## src/hw/rtl/quintic_bezier_eval_macros.svh

```systemverilog
// Assertion macros for the quintic Bezier evaluator.
`ifndef QUINTIC_BEZIER_EVAL_MACROS_SVH
`define QUINTIC_BEZIER_EVAL_MACROS_SVH

`ifndef SYNTHESIS
`define QBE_ASSERT(lbl, clk, rstn, prop) \
  lbl: assert property (@(posedge clk) disable iff (!(rstn)) prop) \
    else $error("qbe assertion failed");
`define QBE_ASSERT_NEXT(lbl, clk, rstn, pre, post) \
  lbl: assert property (@(posedge clk) disable iff (!(rstn)) (pre) |=> (post)) \
    else $error("qbe assertion failed");
`else
`define QBE_ASSERT(lbl, clk, rstn, prop)
`define QBE_ASSERT_NEXT(lbl, clk, rstn, pre, post)
`endif

`endif

```

## src/hw/rtl/qbe_pkg.sv

```systemverilog
`timescale 1ns / 1ps

package qbe_pkg;

  localparam int FRAC_BITS    = 16;
  localparam int T_W          = FRAC_BITS + 1;
  localparam int PT_W         = 32;
  localparam int SLOPE_W      = 36;
  localparam int NUM_PTS      = 6;
  localparam int NUM_CELLS    = NUM_PTS - 1;
  localparam int CFG_IDX_W    = 3;
  localparam int POW_W        = FRAC_BITS + 1;
  localparam int WGT_W        = POW_W + 4;
  // signed weight times signed point difference
  localparam int PROD_W       = WGT_W + PT_W + 2;
  // six-term sum, then times five
  localparam int ACC_W        = PROD_W + 6;
  localparam int BLEND_STAGES = 7;

  localparam logic [POW_W-1:0] ONE = POW_W'(1) << FRAC_BITS;

  localparam logic [3:0] BINOM5 [NUM_PTS]   = '{4'd1, 4'd5, 4'd10, 4'd10, 4'd5, 4'd1};
  localparam logic [3:0] BINOM4 [NUM_PTS-1] = '{4'd1, 4'd4, 4'd6, 4'd4, 4'd1};

  typedef logic [POW_W-1:0] pow_t;

  // powers travel as shift lines: index 0 holds the newest power
  typedef struct packed {
    pow_t                 t;
    pow_t                 u;
    pow_t [NUM_PTS-1:0]   tp;
    pow_t [NUM_PTS-1:0]   up;
  } pow_stage_t;

  typedef logic [NUM_PTS-1:0][PT_W-1:0] pts_t;

  // a*b rounded to nearest, ties up; both operands at most 1.0
  function automatic pow_t umul_round(pow_t a, pow_t b);
    logic [2*POW_W-1:0] prod;
    prod = {{POW_W{1'b0}}, a} * {{POW_W{1'b0}}, b}
         + ((2*POW_W)'(1) << (FRAC_BITS - 1));
    return prod[FRAC_BITS +: POW_W];
  endfunction

endpackage

```

## src/hw/rtl/qbe_pow_cell.sv

```systemverilog
`timescale 1ns / 1ps

module qbe_pow_cell (
  input  logic                clk_i,
  input  logic                rst_ni,
  input  logic                adv_i,
  input  logic                valid_i,
  input  qbe_pkg::pow_stage_t stage_i,
  output logic                valid_o,
  output qbe_pkg::pow_stage_t stage_o
);
  import qbe_pkg::*;

  logic       valid_q;
  pow_stage_t stage_d, stage_q;

  always_comb begin
    stage_d   = stage_i;
    stage_d.tp[0] = umul_round(stage_i.tp[0], stage_i.t);
    stage_d.up[0] = umul_round(stage_i.up[0], stage_i.u);
    for (int i = 1; i < NUM_PTS; i++) begin
      stage_d.tp[i] = stage_i.tp[i-1];
      stage_d.up[i] = stage_i.up[i-1];
    end
  end

  always_ff @(posedge clk_i or negedge rst_ni) begin
    if (!rst_ni) begin
      valid_q <= 1'b0;
    end else if (adv_i) begin
      valid_q <= valid_i;
    end
  end

  always_ff @(posedge clk_i) begin
    if (adv_i) begin
      stage_q <= stage_d;
    end
  end

  assign valid_o = valid_q;
  assign stage_o = stage_q;

endmodule

```

## config.mk

```make
export PLATFORM = sky130hd
export DESIGN_NAME = qbe_pow_cell
export DESIGN_NICKNAME = d
export VERILOG_FILES = /design/src/hw/rtl/quintic_bezier_eval_macros.svh /design/src/hw/rtl/qbe_pkg.sv /design/src/hw/rtl/qbe_pow_cell.sv
export SDC_FILE = /design/constraint.sdc
export NUM_CORES = 1
export LEC_CHECK = 0
export ABC_AREA = 0
export ABC_CLOCK_PERIOD_IN_PS = 1000
export BUFFER_PORTS_ARGS = -buffer_cell sky130_fd_sc_hd__buf_2
export CAP_MARGIN = 10
export CORE_UTILIZATION = 45
export CTS_BUF_LIST = sky130_fd_sc_hd__clkbuf_8
export CTS_CLUSTER_DIAMETER = 150
export DETAILED_ROUTE_END_ITERATION = 10
export PLACE_DENSITY_LB_ADDON = 0.1
export SKIP_CTS_REPAIR_TIMING = 1
export SYNTH_ARGS = -nofsm -noshare
export SYNTH_HDL_FRONTEND = slang
export SYNTH_SLANG_ARGS = --single-unit
```

## constraint.sdc

```tcl
create_clock -name clk_i -period 1 [get_ports clk_i]
set_input_delay 0.1 -clock clk_i [delete_from_list [all_inputs] [get_ports clk_i]]
set_output_delay 0.1 -clock clk_i [all_outputs]
set_load 0.02 [all_outputs]
```

==> key figures <==
Synth
  • Top_reg_cell synth: edfxtp_1
  • Fraction of registers with async set/reset: 0.00418
  • Synth warn: 0
  • Sequential-to-total area share from yosys stat: 0.279
  • Distinct cells, synth: between 50 and 60
  • Synth area leaders: fa_1, edfxtp_1, ha_1, inv_1, and2_1
  • Seq cells post-synth: around 240
  • EDFF count, synth: around 240
  • Synthesized area per cell: about 11 sq um
  • Post-Syn Area: around 0.026 sq mm
  • Top-area cell type share of the netlist area: 0.347
  • Synth Instances: 2338
  • Synthesized Nets: ~3300
  • Dominant cell type by area after synthesis: fa_1

Critical path
  • Crit-path max cell delay: 550 ps
  • CP Data Required Time: ~1400 ps
  • Critical path class: input port to flip-flop
  • Critical path endpoint category: flip-flop
  • Critical Path AT: 5260 ps
  • CP max stage cell: fa_1
  • Maximum fanout along the worst path: 8
  • Critical-path cell list: buf_8, and2_4, fa_1, inv_2, fa_1, inv_2, fa_1, fa_2, fa_1, inv_1, fa_1, inv_2, ha_4, nand4_1, or3_4, o311ai_4, a21oi_4, o21bai_2, xor2_1
  • Crit-path most repeated cell: fa_1
  • Setup crit start kind: input port

Die
  • Top Ports: ~480
  • Height of the die: 241 um
  • Die area: 0.0581 sq mm
  • Die Span X: between 200 and 250 um
  • FP Rows: 87
  • Starting density of the core: 0.455
  • Total core area: 0.0565 sq mm

Finish
  • Most common cell after layout, fill and taps aside: inv_1
  • Fill cell count: 4333
  • Layout cell share with drive strength beyond 1: 0.303
  • Non-Filler Instances: 4055
  • Post-layout util: 0.648
  • Most frequent cells in the layout: inv_1, fa_1, nand2_1
  • # nets final: between 4000 and 5000
  • Synth-to-Final Area Change: 42.2%

STA
  • Final worst-path cycle share: 4.87
  • Period minus WS final: 4870 ps
  • Final Hold Fails: 0
  • Endpoints failing setup: 273
  • Slack of the critical path: -3870 ps
  • Least-Margin Pin Slew: 580 ps
  • RSZ-0062 raised after global routing: true
  • Setup TNS: -186290 ps
  • Max Fclk: roughly 210 MHz
  • Slew margin rel.: 0.609
  • Fin Clk Skew: 0 ps
  • Slew Limit Fails: 0

Placement
  • Routability cong.: between 0.8 and 0.9
  • HPWL Detailed: between 50000 and 60000 um
  • Number of port buffers: about 450
  • Placed Cells incl. Taps: between 3000 and 4000
  • Pre-CTS setup slack: -4660 ps

Clock network
  • CTS tree: done
  • CTS Root Cell: clkbuf_8
  • Number of CTS-inserted buffers: 44
  • Clock Path Buffers: 3
  • # H-tree levels: 2
  • Clock-pin slew on the worst setup and hold paths: 60 ps
  • Clock sinks: between 200 and 250
  • Clock latency at the later pin of the worst-skew pair: ~620 ps

GRT
  • Vias in the first global route: ~20000
  • Gr ovfl total: 0
  • Largest net degree at the start of global routing: 42
  • Initial antenna violation count: 3
  • First-pass GRT wire length: between 100000 and 150000 um
  • Total GRT Usage: 0.240

Worst hold path
  • Hold Crit Class: input port to flip-flop

Drt
  • TritonRoute pass-1 iters: 8
  • Drt wl/cell: between 15 and 20 um
  • Vias/cell: between 4 and 5
  • Detail Route Antenna Nets: 0
  • DR vias: around 20000
  • 1st-iter DRT viols: ~710
  • Routed Wire Length: around 76000 um
  • Residual DRC: 0

Power
  • Pwr Density: slightly above 4000 mW/mm^2
  • Leakage: ~0.018 uW
  • Reg power frac: 0.107
  • Clock power share: 0.063
  • Sw frac: 0.462
  • Peak supply drop: roughly 7100 uV
  • Overall power: 149000 uW
  • Cell Int Power: roughly 80000 uW
  • NetSw: approximately 69000 uW
  • Combinational Power Share: 0.829

Status
  • Failing checks: setup timing
  • Outcome: finished, violations left

Run
  • Max_cap viols: 0
sequential cells by signal, summed over array words and instances, names as in the netlist:
name     flops
valid_o      1
stage_o    238
synth_stat cells (2+ instances only):
| cell | instances |
|---|---|
| inv_1 | 526 |
| fa_1 | 446 |
| nand2_1 | 309 |
| and2_1 | 283 |
| edfxtp_1 | 238 |
| ha_1 | 224 |
| clkbuf_1 | 70 |
| a21oi_1 | 35 |
| xnor2_1 | 30 |
| a21o_1 | 18 |
| nor2_1 | 18 |
| o21ai_0 | 13 |
| xor2_1 | 13 |
| o21ai_1 | 12 |
| o21a_1 | 11 |
| and3_1 | 8 |
| nand4_1 | 8 |
| nor3_1 | 8 |
| nand3_1 | 7 |
| a211oi_1 | 5 |
| a31oi_1 | 5 |
| buf_2 | 4 |
| o21bai_1 | 4 |
| a211o_1 | 3 |
| a21oi_2 | 3 |
| a32oi_1 | 3 |
| a2111oi_0 | 2 |
| a311oi_2 | 2 |
| nand4b_1 | 2 |
| nor2b_1 | 2 |
| o211ai_1 | 2 |
| o311ai_2 | 2 |
worst max-delay path, delay by kind of cell:
kind                     cells  cell delay [ps]
AO/OA/AOI/OAI                3              690
adder cells (fa/ha/maj)      7             3340
AND/OR/NAND/NOR              3              740
XOR/XNOR                     1               90
buffers and inverters        5              300
cell type report:
cell class / count / area [sq um] / share of cell area
Antenna cell: 2 / 5.00 / 0.000137
Clock inverter: 36 / 230 / 0.00629
Timing Repair Buffer: 953 / 8470 / 0.231
Tap cell: 756 / 946 / 0.0258
Clock buffer: 44 / 606 / 0.0165
Inverter: 526 / 1970 / 0.0539
Multi-Input combinational cell: 1499 / 17200 / 0.470
Sequential cell: 239 / 7170 / 0.196
per-stage QoR:
| step | hold WS [ps] | cell area, sq um |
|---|---|---|
| after detailed placement | -122 | 31400 |
| after floorplan | -196 | 26300 |
| final | 35.3 | 36600 |
| after global placement | -125 | 31400 |
| after CTS | -806 | 32200 |
| after global routing | 2.22 | 36600 |
power groups by stage:
stage	logic (uW)	registers [uW]	clock network (uW)
3_3_place_gp	103000	15700	0
5_1_grt	135000	15900	10200
4_1_cts	105000	15400	9630
2_1_floorplan	67200	17900	0
3_5_place_dp	104000	15700	0
6_report	123000	16000	9430
routing by layer:
layer,global-route usage,up-vias,share of wire
met1,0.297,10200,0.39
li1,-,9028,-
met2,0.428,602,0.52
met5,0,-,0.00017
met4,0.0748,2,0.037
met3,0.0401,136,0.057
cells by family (layout without fill, tap and decap cells):
| kind of cell | count (synthesis) | in the layout | share of synthesized area |
|---|---|---|---|
| DFF | 239 | 239 | 0.279 |
| other | 0 | 2 | 0 |
| adders and majority gates | 670 | 670 | 0.456 |
| and+or+nand+nor | 648 | 648 | 0.125 |
| buffers and inverters | 600 | 1559 | 0.0877 |
| xor gates and xnor gates | 43 | 43 | 0.0146 |
| muxes | 1 | 1 | 0.000438 |
| AOI/OAI and AO/OA | 137 | 137 | 0.0374 |
worst paths after layout:
check / slack [ps] / to / cells past startpoint / from
setup / recovery: -3870 / stage_o[116]$_DFFE_PP_ / 19 / stage_i[233]
hold / removal: 40 / stage_o[207]$_DFFE_PP_ / 3 / stage_i[207]
setup reg to reg: 70 / valid_o$_DFFE_PN0P_ / 2 / valid_o$_DFFE_PN0P_
hold reg to reg: 690 / valid_o$_DFFE_PN0P_ / 2 / valid_o$_DFFE_PN0P_
max in group asynchronous: 490 / valid_o$_DFFE_PN0P_ / 3 / rst_ni
min in group asynchronous: 390 / valid_o$_DFFE_PN0P_ / 3 / rst_ni
(Power assumes the default switching activity.)
